File: config.mk
export PLATFORM = sky130hd
export DESIGN_NAME = switch_debounce_and_adc_averager_flat
export DESIGN_NICKNAME = d
export VERILOG_FILES = /design/src/sdaa_pkg.sv /design/src/sdaa_if.sv /design/src/sdaa_ctrl.sv /design/src/sdaa_dp.sv /design/src/switch_debounce_and_adc_averager.sv /design/src/flat_wrapper.sv
export SDC_FILE = /design/constraint.sdc
export NUM_CORES = 1
export LEC_CHECK = 0
export BUFFER_PORTS_ARGS = -buffer_cell sky130_fd_sc_hd__buf_2
export CAP_MARGIN = 25
export CORE_ASPECT_RATIO = 0.7
export CORE_MARGIN = 2
export CORE_UTILIZATION = 35
export DETAILED_ROUTE_END_ITERATION = 6
export SYNTH_ARGS = -nofsm -noshare
export SYNTH_HDL_FRONTEND = slang
export SYNTH_SLANG_ARGS = --single-unit
export TNS_END_PERCENT = 1
File: constraint.sdc
create_clock -name clk_i -period 15.6 [get_ports clk_i]
set_clock_uncertainty 0.2 [all_clocks]
set_input_delay 3.12 -clock clk_i [delete_from_list [all_inputs] [get_ports clk_i]]
set_output_delay 3.12 -clock clk_i [all_outputs]
set_load 0.02 [all_outputs]
File: src/sdaa_pkg.sv
package sdaa_pkg;

  localparam int ADC_BITS_DEF  = 12;
  localparam int TICK_BITS_DEF = 16;

  localparam int CFG_IDX_W  = 2;
  localparam int CFG_DATA_W = 24;
  localparam int DEB_W      = 16;
  localparam int INTV_W     = 16;
  localparam int SPA_W      = 8;
  localparam int GAIN_W     = 24;
  localparam int BAT_W      = 16;
  localparam int FRAC_BITS  = 16;

  localparam logic [CFG_IDX_W-1:0] CFG_DEBOUNCE = 2'd0;
  localparam logic [CFG_IDX_W-1:0] CFG_INTERVAL = 2'd1;
  localparam logic [CFG_IDX_W-1:0] CFG_SAMPLES  = 2'd2;
  localparam logic [CFG_IDX_W-1:0] CFG_GAIN     = 2'd3;

  localparam logic [DEB_W-1:0]  DEBOUNCE_RST = 16'd50;
  localparam logic [INTV_W-1:0] INTERVAL_RST = 16'd100;
  localparam logic [SPA_W-1:0]  SAMPLES_RST  = 8'd8;
  localparam logic [GAIN_W-1:0] GAIN_RST     = 24'd65536;

  typedef struct packed {
    logic load_tick;
    logic div_step;
    logic mul;
    logic rnd;
    logic load_out;
  } sdaa_cmd_t;

  typedef struct packed {
    logic avg_done;
  } sdaa_stat_t;

endpackage

File: src/sdaa_if.sv
interface sdaa_in_if #(
  parameter int AdcBits = sdaa_pkg::ADC_BITS_DEF
);
  logic               valid;
  logic               ready;
  logic               switch_raw;
  logic [AdcBits-1:0] adc_code;
  logic [AdcBits-1:0] adc_millivolts;

  modport source (output valid, switch_raw, adc_code, adc_millivolts, input ready);
  modport sink   (input valid, switch_raw, adc_code, adc_millivolts, output ready);
endinterface

interface sdaa_out_if #(
  parameter int AdcBits = sdaa_pkg::ADC_BITS_DEF
);
  logic                        valid;
  logic                        ready;
  logic                        switch_stable;
  logic [AdcBits-1:0]          last_adc_code;
  logic [AdcBits-1:0]          average_millivolts;
  logic [sdaa_pkg::BAT_W-1:0]  battery_millivolts;
  logic                        reading_ready;
  logic                        new_reading;

  modport source (output valid, switch_stable, last_adc_code, average_millivolts,
                  battery_millivolts, reading_ready, new_reading, input ready);
  modport sink   (input valid, switch_stable, last_adc_code, average_millivolts,
                  battery_millivolts, reading_ready, new_reading, output ready);
endinterface

File: src/sdaa_ctrl.sv
module sdaa_ctrl #(
  parameter int SumBits = sdaa_pkg::ADC_BITS_DEF + sdaa_pkg::SPA_W
) (
  input  logic                 clk_i,
  input  logic                 rst_ni,
  input  logic                 in_valid_i,
  output logic                 in_ready_o,
  output logic                 out_valid_o,
  input  logic                 out_ready_i,
  input  sdaa_pkg::sdaa_stat_t stat_i,
  output sdaa_pkg::sdaa_cmd_t  cmd_o
);
  import sdaa_pkg::*;

  localparam int CntW = $clog2(SumBits);

  localparam logic [2:0] ST_IDLE = 3'd0;
  localparam logic [2:0] ST_DIV  = 3'd1;
  localparam logic [2:0] ST_MUL  = 3'd2;
  localparam logic [2:0] ST_RND  = 3'd3;
  localparam logic [2:0] ST_DONE = 3'd4;

  logic [2:0]      state_q, state_d;
  logic [CntW-1:0] cnt_q, cnt_d;
  logic            out_valid_q, out_valid_d;

  always_comb begin
    state_d    = state_q;
    cnt_d      = cnt_q;
    cmd_o      = '0;
    in_ready_o = 1'b0;
    unique case (state_q)
      ST_IDLE: begin
        in_ready_o = 1'b1;
        if (in_valid_i) begin
          cmd_o.load_tick = 1'b1;
          cnt_d           = CntW'(SumBits - 1);
          state_d         = stat_i.avg_done ? ST_DIV : ST_DONE;
        end
      end
      ST_DIV: begin
        cmd_o.div_step = 1'b1;
        if (cnt_q == '0) begin
          state_d = ST_MUL;
        end else begin
          cnt_d = cnt_q - 1'b1;
        end
      end
      ST_MUL: begin
        cmd_o.mul = 1'b1;
        state_d   = ST_RND;
      end
      ST_RND: begin
        cmd_o.rnd = 1'b1;
        state_d   = ST_DONE;
      end
      ST_DONE: begin
        // result register free or emptied this cycle
        if (!out_valid_q || out_ready_i) begin
          cmd_o.load_out = 1'b1;
          state_d        = ST_IDLE;
        end
      end
      default: begin
        state_d = ST_IDLE;
      end
    endcase
    out_valid_d = (out_valid_q && !out_ready_i) || cmd_o.load_out;
  end

  always_ff @(posedge clk_i or negedge rst_ni) begin
    if (!rst_ni) begin
      state_q     <= ST_IDLE;
      cnt_q       <= '0;
      out_valid_q <= 1'b0;
    end else begin
      state_q     <= state_d;
      cnt_q       <= cnt_d;
      out_valid_q <= out_valid_d;
    end
  end

  assign out_valid_o = out_valid_q;

endmodule

File: src/sdaa_dp.sv
module sdaa_dp #(
  parameter int AdcBits  = sdaa_pkg::ADC_BITS_DEF,
  parameter int TickBits = sdaa_pkg::TICK_BITS_DEF
) (
  input  logic                               clk_i,
  input  logic                               rst_ni,
  input  logic                               cfg_we_i,
  input  logic [sdaa_pkg::CFG_IDX_W-1:0]     cfg_idx_i,
  input  logic [sdaa_pkg::CFG_DATA_W-1:0]    cfg_data_i,
  input  logic                               switch_raw_i,
  input  logic [AdcBits-1:0]                 adc_code_i,
  input  logic [AdcBits-1:0]                 adc_millivolts_i,
  input  sdaa_pkg::sdaa_cmd_t                cmd_i,
  output sdaa_pkg::sdaa_stat_t               stat_o,
  output logic                               switch_stable_o,
  output logic [AdcBits-1:0]                 last_adc_code_o,
  output logic [AdcBits-1:0]                 average_millivolts_o,
  output logic [sdaa_pkg::BAT_W-1:0]         battery_millivolts_o,
  output logic                               reading_ready_o,
  output logic                               new_reading_o
);
  import sdaa_pkg::*;

  localparam int SumW = AdcBits + SPA_W;
  localparam int CmpW = (TickBits > DEB_W) ? TickBits : DEB_W;
  localparam int ProdW = AdcBits + GAIN_W;
  localparam int HiW = ProdW + 1 - FRAC_BITS;

  // configuration
  logic [DEB_W-1:0]  debounce_q;
  logic [INTV_W-1:0] interval_q;
  logic [SPA_W-1:0]  spa_q;
  logic [GAIN_W-1:0] gain_q;

  // tick state
  logic                last_sw_q, stable_q, ready_q, fresh_q;
  logic [TickBits-1:0] tsc_q, tss_q;
  logic [SumW-1:0]     sum_q;
  logic [SPA_W-1:0]    cnt_q;
  logic [AdcBits-1:0]  code_q, avg_q;
  logic [BAT_W-1:0]    bat_q;

  // divide and scale
  logic [SumW-1:0]  num_q;
  logic [SPA_W-1:0] den_q;
  logic [SPA_W-1:0] rem_q;
  logic [ProdW-1:0] prod_q;

  logic [TickBits-1:0] tsc_inc, tsc_new, tss_inc;
  logic                deb_hit, smp_hit, avg_hit, stable_new;
  logic [SumW-1:0]     sum_new;
  logic [SPA_W-1:0]    cnt_new;
  logic [SPA_W:0]      rem_sh;
  logic                rem_ge;
  logic [ProdW:0]      rsum;
  logic [HiW-1:0]      bat_wide;

  always_comb begin
    tsc_inc    = (tsc_q == '1) ? tsc_q : tsc_q + 1'b1;
    tsc_new    = (switch_raw_i != last_sw_q) ? '0 : tsc_inc;
    deb_hit    = CmpW'(tsc_new) >= CmpW'(debounce_q);
    stable_new = deb_hit ? switch_raw_i : stable_q;
    tss_inc    = (tss_q == '1) ? tss_q : tss_q + 1'b1;
    smp_hit    = CmpW'(tss_inc) >= CmpW'(interval_q);
    sum_new    = sum_q + SumW'(adc_millivolts_i);
    cnt_new    = cnt_q + 1'b1;
    avg_hit    = smp_hit && (cnt_new != '0) && (cnt_new >= spa_q);
    rem_sh     = {rem_q, num_q[SumW-1]};
    rem_ge     = rem_sh >= {1'b0, den_q};
    rsum       = {1'b0, prod_q} + (ProdW + 1)'(1 << (FRAC_BITS - 1));
    bat_wide   = rsum[ProdW:FRAC_BITS];
  end

  assign stat_o.avg_done = avg_hit;

  always_ff @(posedge clk_i or negedge rst_ni) begin
    if (!rst_ni) begin
      debounce_q <= DEBOUNCE_RST;
      interval_q <= INTERVAL_RST;
      spa_q      <= SAMPLES_RST;
      gain_q     <= GAIN_RST;
    end else if (cfg_we_i) begin
      unique case (cfg_idx_i)
        CFG_DEBOUNCE: debounce_q <= cfg_data_i[DEB_W-1:0];
        CFG_INTERVAL: interval_q <= cfg_data_i[INTV_W-1:0];
        CFG_SAMPLES:  spa_q      <= cfg_data_i[SPA_W-1:0];
        CFG_GAIN:     gain_q     <= cfg_data_i[GAIN_W-1:0];
        default: ;
      endcase
    end
  end

  always_ff @(posedge clk_i or negedge rst_ni) begin
    if (!rst_ni) begin
      last_sw_q <= 1'b0;
      stable_q  <= 1'b0;
      tsc_q     <= '0;
      tss_q     <= '1;
      sum_q     <= '0;
      cnt_q     <= '0;
      code_q    <= '0;
      avg_q     <= '0;
      bat_q     <= '0;
      ready_q   <= 1'b0;
      fresh_q   <= 1'b0;
    end else begin
      if (cmd_i.load_tick) begin
        last_sw_q <= switch_raw_i;
        tsc_q     <= tsc_new;
        stable_q  <= stable_new;
        fresh_q   <= avg_hit;
        if (smp_hit) begin
          tss_q  <= '0;
          code_q <= adc_code_i;
          if (avg_hit) begin
            sum_q   <= '0;
            cnt_q   <= '0;
            ready_q <= 1'b1;
          end else begin
            sum_q <= sum_new;
            cnt_q <= cnt_new;
          end
        end else begin
          tss_q <= tss_inc;
        end
      end
      if (cmd_i.mul) begin
        avg_q <= num_q[AdcBits-1:0];
      end
      if (cmd_i.rnd) begin
        bat_q <= (|bat_wide[HiW-1:BAT_W]) ? '1 : bat_wide[BAT_W-1:0];
      end
    end
  end

  // restoring divider, quotient bits shift into the numerator register
  always_ff @(posedge clk_i) begin
    if (cmd_i.load_tick) begin
      num_q <= sum_new;
      den_q <= cnt_new;
      rem_q <= '0;
    end else if (cmd_i.div_step) begin
      rem_q <= rem_ge ? SPA_W'(rem_sh - {1'b0, den_q}) : rem_sh[SPA_W-1:0];
      num_q <= {num_q[SumW-2:0], rem_ge};
    end
    if (cmd_i.mul) begin
      prod_q <= ProdW'(num_q[AdcBits-1:0]) * ProdW'(gain_q);
    end
  end

  // result register
  always_ff @(posedge clk_i) begin
    if (cmd_i.load_out) begin
      switch_stable_o      <= stable_q;
      last_adc_code_o      <= code_q;
      average_millivolts_o <= avg_q;
      battery_millivolts_o <= bat_q;
      reading_ready_o      <= ready_q;
      new_reading_o        <= fresh_q;
    end
  end

endmodule

File: src/switch_debounce_and_adc_averager.sv
// Ignition switch debouncer and block-averaging battery voltmeter.
// One input transfer is one millisecond tick: raw switch level, converter
// code and converter millivolts. Each tick gives exactly one result transfer
// with the debounced level, the last sampled code, the latest average, the
// scaled and saturated battery millivolts, the sticky ready flag and a flag
// that marks the tick which completed an average.
// Configuration is written through cfg_we_i / cfg_idx_i / cfg_data_i, by the
// user only while no tick is in flight; the block does not enforce it. Index
// 0 debounce ticks, 1 sample interval, 2 samples per average, 3 gain in
// unsigned Q8.16.
// A tick that completes no average goes from idle straight to the done state;
// one that completes an average first passes the bit-serial divider, one step
// per numerator bit (ADC_BITS + 8), then one multiply and one rounding step.
// Only one tick is in the block at a time; the next waits for the last result.
// The result sits in an output register; a stalled receiver holds it there
// and the block stops taking ticks only once a second result is waiting.
// Reset restores configuration, tick and control registers (not the divider or
// output data), empties the output register and makes the first tick sample.
module switch_debounce_and_adc_averager #(
  parameter int ADC_BITS          = sdaa_pkg::ADC_BITS_DEF,
  parameter int TICK_COUNTER_BITS = sdaa_pkg::TICK_BITS_DEF
) (
  input  logic                            clk_i,
  input  logic                            rst_ni,
  input  logic                            cfg_we_i,
  input  logic [sdaa_pkg::CFG_IDX_W-1:0]  cfg_idx_i,
  input  logic [sdaa_pkg::CFG_DATA_W-1:0] cfg_data_i,
  sdaa_in_if.sink                         in_if,
  sdaa_out_if.source                      out_if
);
  import sdaa_pkg::*;

  sdaa_cmd_t  cmd;
  sdaa_stat_t stat;

  sdaa_ctrl #(
    .SumBits (ADC_BITS + SPA_W)
  ) u_ctrl (
    .clk_i       (clk_i),
    .rst_ni      (rst_ni),
    .in_valid_i  (in_if.valid),
    .in_ready_o  (in_if.ready),
    .out_valid_o (out_if.valid),
    .out_ready_i (out_if.ready),
    .stat_i      (stat),
    .cmd_o       (cmd)
  );

  sdaa_dp #(
    .AdcBits  (ADC_BITS),
    .TickBits (TICK_COUNTER_BITS)
  ) u_dp (
    .clk_i                (clk_i),
    .rst_ni               (rst_ni),
    .cfg_we_i             (cfg_we_i),
    .cfg_idx_i            (cfg_idx_i),
    .cfg_data_i           (cfg_data_i),
    .switch_raw_i         (in_if.switch_raw),
    .adc_code_i           (in_if.adc_code),
    .adc_millivolts_i     (in_if.adc_millivolts),
    .cmd_i                (cmd),
    .stat_o               (stat),
    .switch_stable_o      (out_if.switch_stable),
    .last_adc_code_o      (out_if.last_adc_code),
    .average_millivolts_o (out_if.average_millivolts),
    .battery_millivolts_o (out_if.battery_millivolts),
    .reading_ready_o      (out_if.reading_ready),
    .new_reading_o        (out_if.new_reading)
  );

endmodule

File: src/flat_wrapper.sv
// flat-port wrapper written by rule: the top's interface ports become plain ports
module switch_debounce_and_adc_averager_flat import sdaa_pkg::*;
#(
  parameter int ADC_BITS          = sdaa_pkg::ADC_BITS_DEF,
  parameter int TICK_COUNTER_BITS = sdaa_pkg::TICK_BITS_DEF
)
  (clk_i, rst_ni, cfg_we_i, cfg_idx_i, cfg_data_i, in_if_valid, in_if_switch_raw, in_if_adc_code, in_if_adc_millivolts, in_if_ready, out_if_valid, out_if_switch_stable, out_if_last_adc_code, out_if_average_millivolts, out_if_battery_millivolts, out_if_reading_ready, out_if_new_reading, out_if_ready);
  sdaa_in_if in_if_i ();
  sdaa_out_if out_if_i ();
  input  logic clk_i;
  input  logic rst_ni;
  input  logic cfg_we_i;
  input  logic [sdaa_pkg::CFG_IDX_W-1:0] cfg_idx_i;
  input  logic [sdaa_pkg::CFG_DATA_W-1:0] cfg_data_i;
  input wire logic [$bits(in_if_i.valid)-1:0] in_if_valid;
  input wire logic [$bits(in_if_i.switch_raw)-1:0] in_if_switch_raw;
  input wire logic [$bits(in_if_i.adc_code)-1:0] in_if_adc_code;
  input wire logic [$bits(in_if_i.adc_millivolts)-1:0] in_if_adc_millivolts;
  output wire logic [$bits(in_if_i.ready)-1:0] in_if_ready;
  output wire logic [$bits(out_if_i.valid)-1:0] out_if_valid;
  output wire logic [$bits(out_if_i.switch_stable)-1:0] out_if_switch_stable;
  output wire logic [$bits(out_if_i.last_adc_code)-1:0] out_if_last_adc_code;
  output wire logic [$bits(out_if_i.average_millivolts)-1:0] out_if_average_millivolts;
  output wire logic [$bits(out_if_i.battery_millivolts)-1:0] out_if_battery_millivolts;
  output wire logic [$bits(out_if_i.reading_ready)-1:0] out_if_reading_ready;
  output wire logic [$bits(out_if_i.new_reading)-1:0] out_if_new_reading;
  input wire logic [$bits(out_if_i.ready)-1:0] out_if_ready;
  assign in_if_i.valid = in_if_valid;
  assign in_if_i.switch_raw = in_if_switch_raw;
  assign in_if_i.adc_code = in_if_adc_code;
  assign in_if_i.adc_millivolts = in_if_adc_millivolts;
  assign in_if_ready = in_if_i.ready;
  assign out_if_valid = out_if_i.valid;
  assign out_if_switch_stable = out_if_i.switch_stable;
  assign out_if_last_adc_code = out_if_i.last_adc_code;
  assign out_if_average_millivolts = out_if_i.average_millivolts;
  assign out_if_battery_millivolts = out_if_i.battery_millivolts;
  assign out_if_reading_ready = out_if_i.reading_ready;
  assign out_if_new_reading = out_if_i.new_reading;
  assign out_if_i.ready = out_if_ready;
  switch_debounce_and_adc_averager #(.ADC_BITS(ADC_BITS), .TICK_COUNTER_BITS(TICK_COUNTER_BITS)) u_core (.clk_i(clk_i), .rst_ni(rst_ni), .cfg_we_i(cfg_we_i), .cfg_idx_i(cfg_idx_i), .cfg_data_i(cfg_data_i), .in_if(in_if_i), .out_if(out_if_i));
endmodule
==> run summary, run 1 <==
STA
----------------------------------------------------------------------------------------
Final Hold Violating Endpoints ............................................            0
Number of pins exceeding their max-slew limit in the final report .........            0
Final setup fails .........................................................            0
Worst-margin pin slew .....................................................      1.10 ns
Setup Total Neg Slack .....................................................         0 ns
Final critical delay including setup and external delays ..................      6.91 ns
Unrepaired setup endpoints after global routing ...........................        false
Share of the clock period used by the worst path after layout .............        0.443
Max transition margin .....................................................        0.267
Worst path setup slack after routing ......................................      8.69 ns
Maximum clock frequency ...................................................      145 MHz

DIE
----------------------------------------------------------------------------------------
Die Area ..................................................................   0.0650 mm²
I/O pin cnt ...............................................................          101
Die Y .....................................................................       214 µm
Die boundary width ........................................................       304 µm
Rows ......................................................................           76
Area of the core ..........................................................   0.0619 mm²
Effective utilization at floorplan ........................................        0.356

MIN PATH
----------------------------------------------------------------------------------------
Worst min-delay path class ................................................ flop to flop
Start point of the worst hold path ........................................ u_core.u_dp.code_q[1]

LOGIC SYNTHESIS
----------------------------------------------------------------------------------------
Number of synthesized flops with an enable pin ............................           92
Main area contributors after synthesis .................................... fa_1, dfrtp_1, edfxtp_1, ha_1, nand2_1
Syn Std Cell Area .........................................................   0.0220 mm²
Ys async rst share ........................................................        0.639
Unique cell type count in the Yosys netlist ...............................           77
Cell taking the most area after synthesis .................................         fa_1
Post-Syn Nets .............................................................         2666
Number of synthesized register bits .......................................          277
Synthesized instance count ................................................         2253
Area share of the largest cell type after synthesis .......................        0.201
Number of warnings issued by yosys ........................................            0
Share of synthesized area occupied by flip-flops and latches ..............        0.335
Top flip-flop cell by instance count after synthesis ......................      dfrtp_1
Mean post-synth cell area .................................................     9.77 µm²

CRITICAL PATH
----------------------------------------------------------------------------------------
Critical path endpoint category ...........................................         flop
Worst EP arrival ..........................................................      7.08 ns
CP Data Required Time .....................................................     15.78 ns
Worst Path Class, Setup ................................................... flop to flop
Source of the critical timing path ........................................ u_core.u_dp.num_q[5]
Reg-to-Reg Start .......................................................... u_core.u_dp.num_q[5]
Critical Path Source Type .................................................         flop
Critical path peak fanout .................................................           26

GLOBAL ROUTE
----------------------------------------------------------------------------------------
Total gr overflow .........................................................            0
Global-route wire length before repair ....................................      88.2 mm
Antenna violations before repair ..........................................            1
GRT Overall Usage .........................................................        0.169
Vias in the first global route ............................................        16200
Maximum number of pins on one net before global-route repair ..............          105

CTS
----------------------------------------------------------------------------------------
Worst-path clk slew .......................................................      0.06 ns
Number of H-tree branching levels .........................................            1
CTS tree ..................................................................         done
Buffer type at the clock tree root ........................................    clkbuf_16
Number of clock sinks .....................................................          277
Total of cells resized after clock tree synthesis .........................            0
Buffers inserted by post-CTS timing repair ................................            0
Insertion delay of the later-clocked pin in the worst-skew pair ...........      0.59 ns
Total CTS buffers .........................................................           29
Clock Path Buffers ........................................................            3
Count of hold-fix buffers inserted at cts .................................            0

ROUTE
----------------------------------------------------------------------------------------
Iteration-0 DRC Markers ...................................................          995
Wirelength, routed ........................................................      53.7 mm
Avg WL per Cell ...........................................................      17.1 µm
Number of search-and-repair iterations in the first detailed-routing pass .            7
Vias after detailed routing ...............................................        15800
Count of nets left with antenna violations after detail routing ...........            0
Via count normalized by instance count ....................................         5.01
Number of design rule violations left after detail routing ................            0

PLACEMENT
----------------------------------------------------------------------------------------
Pre-CTS setup slack .......................................................      8.73 ns
Buffers on Ports ..........................................................          100
Estimated wirelength of the detail-placed design ..........................      39.7 mm
RD Place Congestion .......................................................        0.858

FINISH
----------------------------------------------------------------------------------------
Number of inserted filler cells in the final layout .......................         6057
Number of antenna diodes ..................................................            0
Nets ......................................................................         2720
Share of final-layout standard cells stronger than drive strength 1 .......        0.124
Area grow syn2layout ......................................................        10.8%

OUTCOME
----------------------------------------------------------------------------------------
Result of the run .........................................................    completed

JOB
----------------------------------------------------------------------------------------
Max-cap violations ........................................................            0

==> cell type report <==
cell class / instances / area, µm² / area share
flip-flops and latches: 277 / 7380 / 0.303
clock buffers: 37 / 807 / 0.0331
well taps: 819 / 1020 / 0.0420
clock inverters: 17 / 220 / 0.00903
repair buffers: 124 / 709 / 0.0291
multi-input cells: 1556 / 13100 / 0.535
inverters: 319 / 1200 / 0.0491
==> final timing paths <==
path	end	slack, ns	cells past startpoint
worst max-delay path	u_core.u_dp.prod_q[34]	8.69	17
worst min-delay path	u_core.u_dp.last_adc_code_o[1]	0.25	0
worst max register to register	u_core.u_dp.prod_q[34]	8.69	17
worst min register to register	u_core.u_dp.last_adc_code_o[1]	0.25	0
max in group asynchronous	u_core.u_dp.gain_q[16]	11.50	3
min in group asynchronous	u_core.u_dp.tsc_q[10]	2.43	1
==> per-stage QoR <==
step                      cells  hold WS, ns  area [µm²]  utilization
after floorplan            2253        0.216       22000            -
after global placement     3093        0.228       23300        0.377
after detailed placement   3093        0.230       23300        0.377
after CTS                  3147        0.245       24400        0.394
after global routing       3149        0.252       24400        0.394
final                      3149        0.245       24400        0.394
==> state kept, by name, indices dropped and copies added, names as in the netlist, 3 cells and up <==
| name | count |
|---|---|
| u_core.u_dp.average_millivolts_o | 12 |
| u_core.u_dp.interval_q | 16 |
| u_core.u_dp.den_q | 8 |
| u_core.u_dp.gain_q | 24 |
| u_core.u_dp.last_adc_code_o | 12 |
| u_core.u_dp.bat_q | 16 |
| u_core.u_dp.tss_q | 16 |
| u_core.u_dp.cnt_q | 8 |
| u_core.u_dp.debounce_q | 16 |
| u_core.u_dp.num_q | 20 |
| u_core.u_dp.spa_q | 8 |
| u_core.u_dp.rem_q | 8 |
| u_core.u_ctrl.cnt_q | 5 |
| u_core.u_dp.avg_q | 12 |
| u_core.u_dp.battery_millivolts_o | 16 |
| u_core.u_dp.code_q | 12 |
| u_core.u_dp.tsc_q | 16 |
| u_core.u_dp.sum_q | 20 |
| u_core.u_dp.prod_q | 21 |
| u_core.u_ctrl.state_q | 3 |
==> metal layers <==
layer	wire length (µm)	part of all wire	GRT usage	up-vias
met5	0	0	0	-
met4	1090	0.020	0.0381	0
met3	3300	0.061	0.0346	69
met2	22200	0.41	0.247	406
met1	27100	0.50	0.256	7916
li1	-	-	-	7391
==> Yosys cell counts (all sizes together), types with 4 or more instances <==
cell type	number
a211oi	10
a21o	27
a21oi	70
a22o	6
a31oi	11
and2	86
and3	15
and4	9
buf	16
clkbuf	85
dfrtp	153
dfstp	24
dfxtp	8
edfxtp	92
fa	221
ha	136
inv	319
mux2	65
mux2i	13
nand2	402
nand2b	17
nand3	27
nand3b	4
nand4	20
nor2	95
nor2b	7
nor3	18
nor3b	4
nor4	4
o21a	10
o21ai	108
o31ai	34
or2	5
or3	9
xnor2	39
xor2	51
==> cells in the final DEF (no fill, tap or decap), types with 5 or more instances in the layout <==
master     count
a211oi_1       9
a21o_1        26
a21oi_1       69
a22o_1         6
a31oi_1       10
and2_1        86
and3_1        14
and4_1         9
buf_2         99
buf_4         23
clkbuf_16     30
clkinv_2       5
dfrtp_1      153
dfstp_2       24
dfxtp_1        8
edfxtp_1      92
fa_1         221
ha_1         136
inv_1        318
mux2_2        65
mux2i_1       13
nand2_1      400
nand2b_1      17
nand3_1       27
nand4_1       19
nor2_1        94
nor2b_1        7
nor3_1        17
o21a_1        10
o21ai_0       98
o21ai_1        9
o31ai_1       34
or3_1          9
xnor2_1       39
xor2_1        51
==> critical path, cell delays in order, from the launching register on <==
cell and delay, ns:
edfxtp_1 1.07, nand2_1 0.19, fa_1 0.55, fa_1 0.51, inv_1 0.05, fa_1 0.51, fa_1 0.55, inv_1 0.05
fa_1 0.53, inv_1 0.04, ha_1 0.32, o21ai_0 0.12, o21a_1 0.18, o32ai_1 0.60, nor2_1 0.21, o211ai_1 0.38
o21ai_0 0.23, o311ai_0 0.37
==> cell families (layout without fill, tap and decap cells) <==
family	count (synthesis)	after routing	share of synthesized area
AOI/OAI and AO/OA	304	304	0.0875
xor gates and xnor gates	90	90	0.0358
adders and majority gates	357	357	0.278
buffers and inverters	420	497	0.0726
DFF	277	277	0.335
muxes	78	78	0.0391
and+or+nand+nor	727	727	0.151
Power of run 1 is not shown: default switching activity piles up to over one toggle a cycle in this logic, so the estimate is an artifact.
==> run 2: changes to the inputs <==
clock period = 6.2 ns   (was 15.6 ns; I/O delays follow)
==> run 2 against run 1 <==
Hold slack worse by 0.0029 ns. Core utilization up 0.76 points. Sequential share of layout area down 0.53 points. Cell area up 1.9%. Worst setup slack worse by 8.5 ns. Sequential cell count unchanged. Wire length up 2.2%. Fmax up 15%. Critical path type unchanged.
==> run summary, run 2 (synthesis gave the netlist of run 1 again) <==
ROUTE
----------------------------------------------------------------------------------------
Vias after detailed routing ...............................................        16000
Iteration-0 DRC Markers ...................................................          979
Via count normalized by instance count ....................................         4.98
Number of design rule violations left after detail routing ................            0
Avg WL per Cell ...........................................................      17.1 µm
Wirelength, routed ........................................................      54.9 mm
Count of nets left with antenna violations after detail routing ...........            0
Number of search-and-repair iterations in the first detailed-routing pass .            5

DIE
----------------------------------------------------------------------------------------
Die Y .....................................................................       214 µm
Effective utilization at floorplan ........................................        0.356
Rows ......................................................................           76
Die Area ..................................................................   0.0650 mm²
Area of the core ..........................................................   0.0619 mm²
I/O pin cnt ...............................................................          101
Die boundary width ........................................................       304 µm

CTS
----------------------------------------------------------------------------------------
Count of hold-fix buffers inserted at cts .................................            0
Total CTS buffers .........................................................           31
Clock Path Buffers ........................................................            3
Number of clock sinks .....................................................          277
CTS tree ..................................................................         done
Number of H-tree branching levels .........................................            1
Buffer type at the clock tree root ........................................    clkbuf_16
Worst-path clk slew .......................................................      0.07 ns
Insertion delay of the later-clocked pin in the worst-skew pair ...........      0.60 ns

GLOBAL ROUTE
----------------------------------------------------------------------------------------
Global-route wire length before repair ....................................      88.9 mm
Maximum number of pins on one net before global-route repair ..............          150
Total gr overflow .........................................................            0
GRT Overall Usage .........................................................        0.171
Antenna violations before repair ..........................................            0
Vias in the first global route ............................................        16200

FINISH
----------------------------------------------------------------------------------------
Leading cell type in the layout, fill and taps excluded ...................      nand2_1
Flip-flop count of the largest register, all copies and words added .......           24
Area grow syn2layout ......................................................        12.9%
Cell area after layout ....................................................   0.0249 mm²
Register bank with the most flops ......................................... u_core.u_dp.gain_q
Share of final-layout standard cells stronger than drive strength 1 .......        0.152
Nets ......................................................................         2773
Number of inserted filler cells in the final layout .......................         6040
Core utilization of the finished layout ...................................        0.402
Top library cells by usage in the layout, fill and taps aside ............. nand2_1, inv_1, fa_1
Largest registers ......................................................... u_core.u_dp.gain_q: 24 flops, u_core.u_dp.prod_q: 21 flops

JOB
----------------------------------------------------------------------------------------
Max-cap violations ........................................................            0

OUTCOME
----------------------------------------------------------------------------------------
Result of the run .........................................................    completed

PLACEMENT
----------------------------------------------------------------------------------------
Buffers on Ports ..........................................................          100
Placed cell area ..........................................................   0.0237 mm²
Estimated wirelength of the detail-placed design ..........................      42.1 mm
RD Place Congestion .......................................................        0.878

STA
----------------------------------------------------------------------------------------
Max transition margin .....................................................        0.336
Number of pins exceeding their max-slew limit in the final report .........            0
Maximum clock frequency ...................................................      167 MHz
Worst-margin pin slew .....................................................     0.993 ns
Final Hold Violating Endpoints ............................................            0
Final critical delay including setup and external delays ..................      5.99 ns
Share of the clock period used by the worst path after layout .............        0.966
Unrepaired setup endpoints after global routing ...........................         true
Worst hold-check slack ....................................................     0.242 ns
Final setup fails .........................................................            0

MIN PATH
----------------------------------------------------------------------------------------
Worst min-delay path class ................................................ flop to flop

CRITICAL PATH
----------------------------------------------------------------------------------------
Worst-path cell with the longest stage delay ..............................         fa_1
Slowest cell delay on critical path .......................................      0.57 ns
Top cell by count, worst path .............................................         fa_1
Critical path endpoint category ...........................................         flop
Cell breakdown of the critical path ....................................... buf_6 > and2_1 > fa_1 > fa_1 > fa_1 > fa_1 > inv_1 > fa_1 > inv_1 > ha_1 > nand4_1 > o32ai_2 > buf_4 > o21ai_2 > a211oi_4 > a31o_4 > mux2i_1 > a221oi_2
CP Data Required Time .....................................................      6.33 ns
Number of buffer and inverter instances along the worst setup path ........            4
Gate family responsible for the most delay along the worst path ...........  adder cells
Worst EP arrival ..........................................................      6.12 ns
Worst Path Class, Setup ................................................... flop to flop
Critical path peak fanout .................................................            7
Critical Path Source Type .................................................         flop

[run 2: cell count changes in the layout (fill, tap and decap cells not counted), moves of 3 or more]
cell and delta:
bufinv_16 -4, ha_1 -3, buf_4 +42, and2_4 +5, clkinv_1 +3, clkbuf_1 +3
fa_2 +4, dfrtp_2 +8, clkinv_2 +3, and2_1 -5, dfrtp_1 -8, buf_12 +5
fa_1 -4
[run 2: layout make-up]
class / instances / area (µm²) / share of cell area
Timing Repair Buffer: 175 / 1150 / 0.0464
Inverter: 319 / 1200 / 0.0482
Tap cell: 819 / 1020 / 0.0412
Multi-Input combinational cell: 1556 / 13100 / 0.528
Clock inverter: 17 / 116 / 0.00468
Sequential cell: 277 / 7390 / 0.297
Antenna cell: 1 / 2.50 / 0.000101
Clock buffer: 41 / 843 / 0.0339
[run 2: timing repair]
item	4_1_cts	5_1_grt
setup endpoints to repair	2	11
gates cloned	0	1
pin swaps	2	14
buffers inserted	0	17
gates resized for setup	1	31
[run 2: path summary, 6_finish.rpt]
kind	startpoint	slack [ns]	endpoint	cells after the start
min reg2reg	u_core.u_dp.avg_q[10]	0.24	u_core.u_dp.average_millivolts_o[10]	0
max	u_core.u_dp.num_q[10]	0.21	u_core.u_dp.prod_q[35]	18
min in group asynchronous	rst_ni	0.33	u_core.u_dp.tsc_q[8]	1
max reg2reg	u_core.u_dp.num_q[10]	0.21	u_core.u_dp.prod_q[35]	18
max in group asynchronous	rst_ni	4.26	u_core.u_dp.bat_q[5]	2
min	u_core.u_dp.avg_q[10]	0.24	u_core.u_dp.average_millivolts_o[10]	0
[run 2: per-stage QoR]
step,worst slack [ns],TNS [ns],instances
2_1_floorplan,0.328,0,2253
3_3_place_gp,0.0560,0,3128
3_5_place_dp,-0.0386,-0.0562,3128
4_1_cts,0.00748,0,3186
5_1_grt,-0.0623,-0.0731,3204
6_report,0.209,0,3205
[run 2: worst register-to-register path, cell delays in order, from the launching register on]
cell	delay, ns
edfxtp_1	0.55
buf_6	0.21
and2_1	0.15
fa_1	0.49
fa_1	0.57
fa_1	0.46
fa_1	0.56
inv_1	0.06
fa_1	0.53
inv_1	0.04
ha_1	0.37
nand4_1	0.25
o32ai_2	0.17
buf_4	0.17
o21ai_2	0.09
a211oi_4	0.37
a31o_4	0.21
mux2i_1	0.22
a221oi_2	0.05
[run 2: per-layer routing]
metal,track usage,part of all wire,vias to the layer above
li1,-,-,7501
met1,0.261,0.50,7995
met2,0.250,0.42,416
met3,0.0359,0.069,61
met4,0.0340,0.019,0
met5,0,0,-
Power of run 2 is left out for the same reason.
==> run 3: changes to the inputs <==
CORE_MARGIN = 1   (was 2)
clock period = 7.1 ns   (was 6.2 ns; I/O delays follow)
==> run 3 against run 2 <==
The run now ends with DRC left. Sequential cell count unchanged. Core utilization down 0.65 points. Critical path depth down 1. Register-to-register slack better by 0.38 ns. Global-route usage up 0.16 points. Worst setup slack better by 0.38 ns. Sequential share of layout area up 0.50 points. First-iteration DRC count up 8.0%. Die area down 1.6%. Count of clock-buffer cells in the layout up 5. Fmax down 8.0%. Critical endpoint is now u_core.u_dp.prod_q[34].
==> run summary, run 3 (synthesis gave the netlist of run 1 again) <==
DIE
----------------------------------------------------------------------------------------
Effective utilization at floorplan ........................................        0.356
I/O pin cnt ...............................................................          101
Die boundary width ........................................................       302 µm
Die Y .....................................................................       212 µm
Area of the core ..........................................................   0.0618 mm²
Rows ......................................................................           76
Die Area ..................................................................   0.0639 mm²

ROUTE
----------------------------------------------------------------------------------------
Wirelength, routed ........................................................      54.1 mm
Uppermost metal layer occupied by signal nets .............................         met4
Iteration-0 DRC Markers ...................................................         1057
Number of search-and-repair iterations in the first detailed-routing pass .            7
Vias after detailed routing ...............................................        15800
Met3 wire len .............................................................      3.92 mm
Number of design rule violations left after detail routing ................           10
Via count normalized by instance count ....................................         4.99
Total routed wire length on the met1 layer ................................      26.3 mm
Count of nets left with antenna violations after detail routing ...........            0
Total length of routed met2 wires .........................................      22.9 mm
Avg WL per Cell ...........................................................      17.2 µm

CRITICAL PATH
----------------------------------------------------------------------------------------
Critical path endpoint category ...........................................         flop
Critical Path Source Type .................................................         flop
CP Data Required Time .....................................................      7.30 ns
Worst EP arrival ..........................................................      6.71 ns
Critical path peak fanout .................................................           19
Worst Path Class, Setup ................................................... flop to flop

STA
----------------------------------------------------------------------------------------
Setup Total Neg Slack .....................................................         0 ns
Max transition margin .....................................................        0.187
Unrepaired setup endpoints after global routing ...........................        false
Final setup fails .........................................................            0
Final Hold Violating Endpoints ............................................            0
Number of pins exceeding their max-slew limit in the final report .........            0
Final critical delay including setup and external delays ..................      6.51 ns
Share of the clock period used by the worst path after layout .............        0.917
Worst-margin pin slew .....................................................      1.22 ns
Maximum clock frequency ...................................................      154 MHz

FINISH
----------------------------------------------------------------------------------------
Top library cells by usage in the layout, fill and taps aside ............. nand2_1, inv_1, fa_1
Largest registers ......................................................... u_core.u_dp.gain_q: 24 flops, u_core.u_dp.prod_q: 21 flops
Number of antenna diodes ..................................................            0
Flip-flop count of the largest register, all copies and words added .......           24
Area grow syn2layout ......................................................        10.9%
Register bank with the most flops ......................................... u_core.u_dp.gain_q
Nets ......................................................................         2726
Storage cell area .........................................................  0.00738 mm²
Leading cell type in the layout, fill and taps excluded ...................      nand2_1
Share of final-layout standard cells stronger than drive strength 1 .......        0.125
Multi-input combinational cell area .......................................   0.0131 mm²
Cell area after layout ....................................................   0.0244 mm²
Number of inserted filler cells in the final layout .......................         5990

GLOBAL ROUTE
----------------------------------------------------------------------------------------
Maximum number of pins on one net before global-route repair ..............          167
Antenna violations before repair ..........................................            2
Total gr overflow .........................................................            0
Global-route wire length before repair ....................................      88.0 mm
Vias in the first global route ............................................        16300
GRT Overall Usage .........................................................        0.173

PLACEMENT
----------------------------------------------------------------------------------------
RD Place Congestion .......................................................        0.861
Estimated wirelength of the detail-placed design ..........................      40.6 mm
Placed cell area ..........................................................   0.0234 mm²
Buffers on Ports ..........................................................          100

CTS
----------------------------------------------------------------------------------------
CTS tree ..................................................................         done
Clock Path Buffers ........................................................            3
Number of H-tree branching levels .........................................            1
Buffer type at the clock tree root ........................................    clkbuf_16
Buffers inserted by post-CTS timing repair ................................            0
Number of clock sinks .....................................................          277
Worst-path clk slew .......................................................      0.07 ns
Insertion delay of the later-clocked pin in the worst-skew pair ...........      0.61 ns
Total of cells resized after clock tree synthesis .........................            0
Count of hold-fix buffers inserted at cts .................................            0
Total CTS buffers .........................................................           30

OUTCOME
----------------------------------------------------------------------------------------
Failing checks ............................................................          DRC
Result of the run ......................................................... complete, but fails checks

MIN PATH
----------------------------------------------------------------------------------------
Worst min-delay path class ................................................ flop to flop

JOB
----------------------------------------------------------------------------------------
Max-cap violations ........................................................            0

## run 3: cell type report
type	count	area share
clock inverters	10	0.00338
multi-input cells	1556	0.534
inverters	319	0.0490
clock buffers	46	0.0378
flip-flops and latches	277	0.302
well taps	819	0.0420
repair buffers	129	0.0311
## run 3: worst paths after layout
kind / start / endpoint / slack, ns / cells after the start
max: u_core.u_dp.num_q[4] / u_core.u_dp.prod_q[34] / 0.59 / 17
max reg2reg: u_core.u_dp.num_q[4] / u_core.u_dp.prod_q[34] / 0.59 / 17
min: u_core.u_dp.avg_q[8] / u_core.u_dp.average_millivolts_o[8] / 0.25 / 0
min reg2reg: u_core.u_dp.avg_q[8] / u_core.u_dp.average_millivolts_o[8] / 0.25 / 0
max in group asynchronous: rst_ni / u_core.u_dp.gain_q[21] / 4.93 / 2
min in group asynchronous: rst_ni / u_core.u_dp.tsc_q[9] / 0.47 / 1
## run 3: worst max-delay path, stage by stage (launching register included)
cell,delay (ns)
edfxtp_1,0.88
nand2_1,0.17
fa_1,0.54
fa_1,0.52
inv_1,0.06
fa_1,0.48
fa_1,0.57
inv_1,0.06
fa_1,0.54
inv_1,0.05
ha_1,0.34
o21ai_0,0.11
o21a_1,0.19
o32ai_1,0.43
nor2_1,0.18
o211ai_1,0.42
o21ai_0,0.24
o311ai_0,0.33
## run 3: routing by layer
layer,track usage,up-vias
met2,0.258,437
met5,0,-
met3,0.0361,79
li1,-,7408
met4,0.0317,0
met1,0.259,7826
## run 3: metrics by stage
| stage | setup slack [ns] | hold slack [ns] | utilization | std cells |
|---|---|---|---|---|
| after floorplan | 1.23 | 0.216 | - | 2253 |
| after global placement | 0.691 | 0.228 | 0.378 | 3099 |
| after detailed placement | 0.485 | 0.231 | 0.378 | 3099 |
| after CTS | 0.453 | 0.246 | 0.395 | 3155 |
| after global routing | 0.218 | 0.258 | 0.395 | 3156 |
| final | 0.589 | 0.246 | 0.395 | 3156 |
Power of run 3 is left out for the same reason.
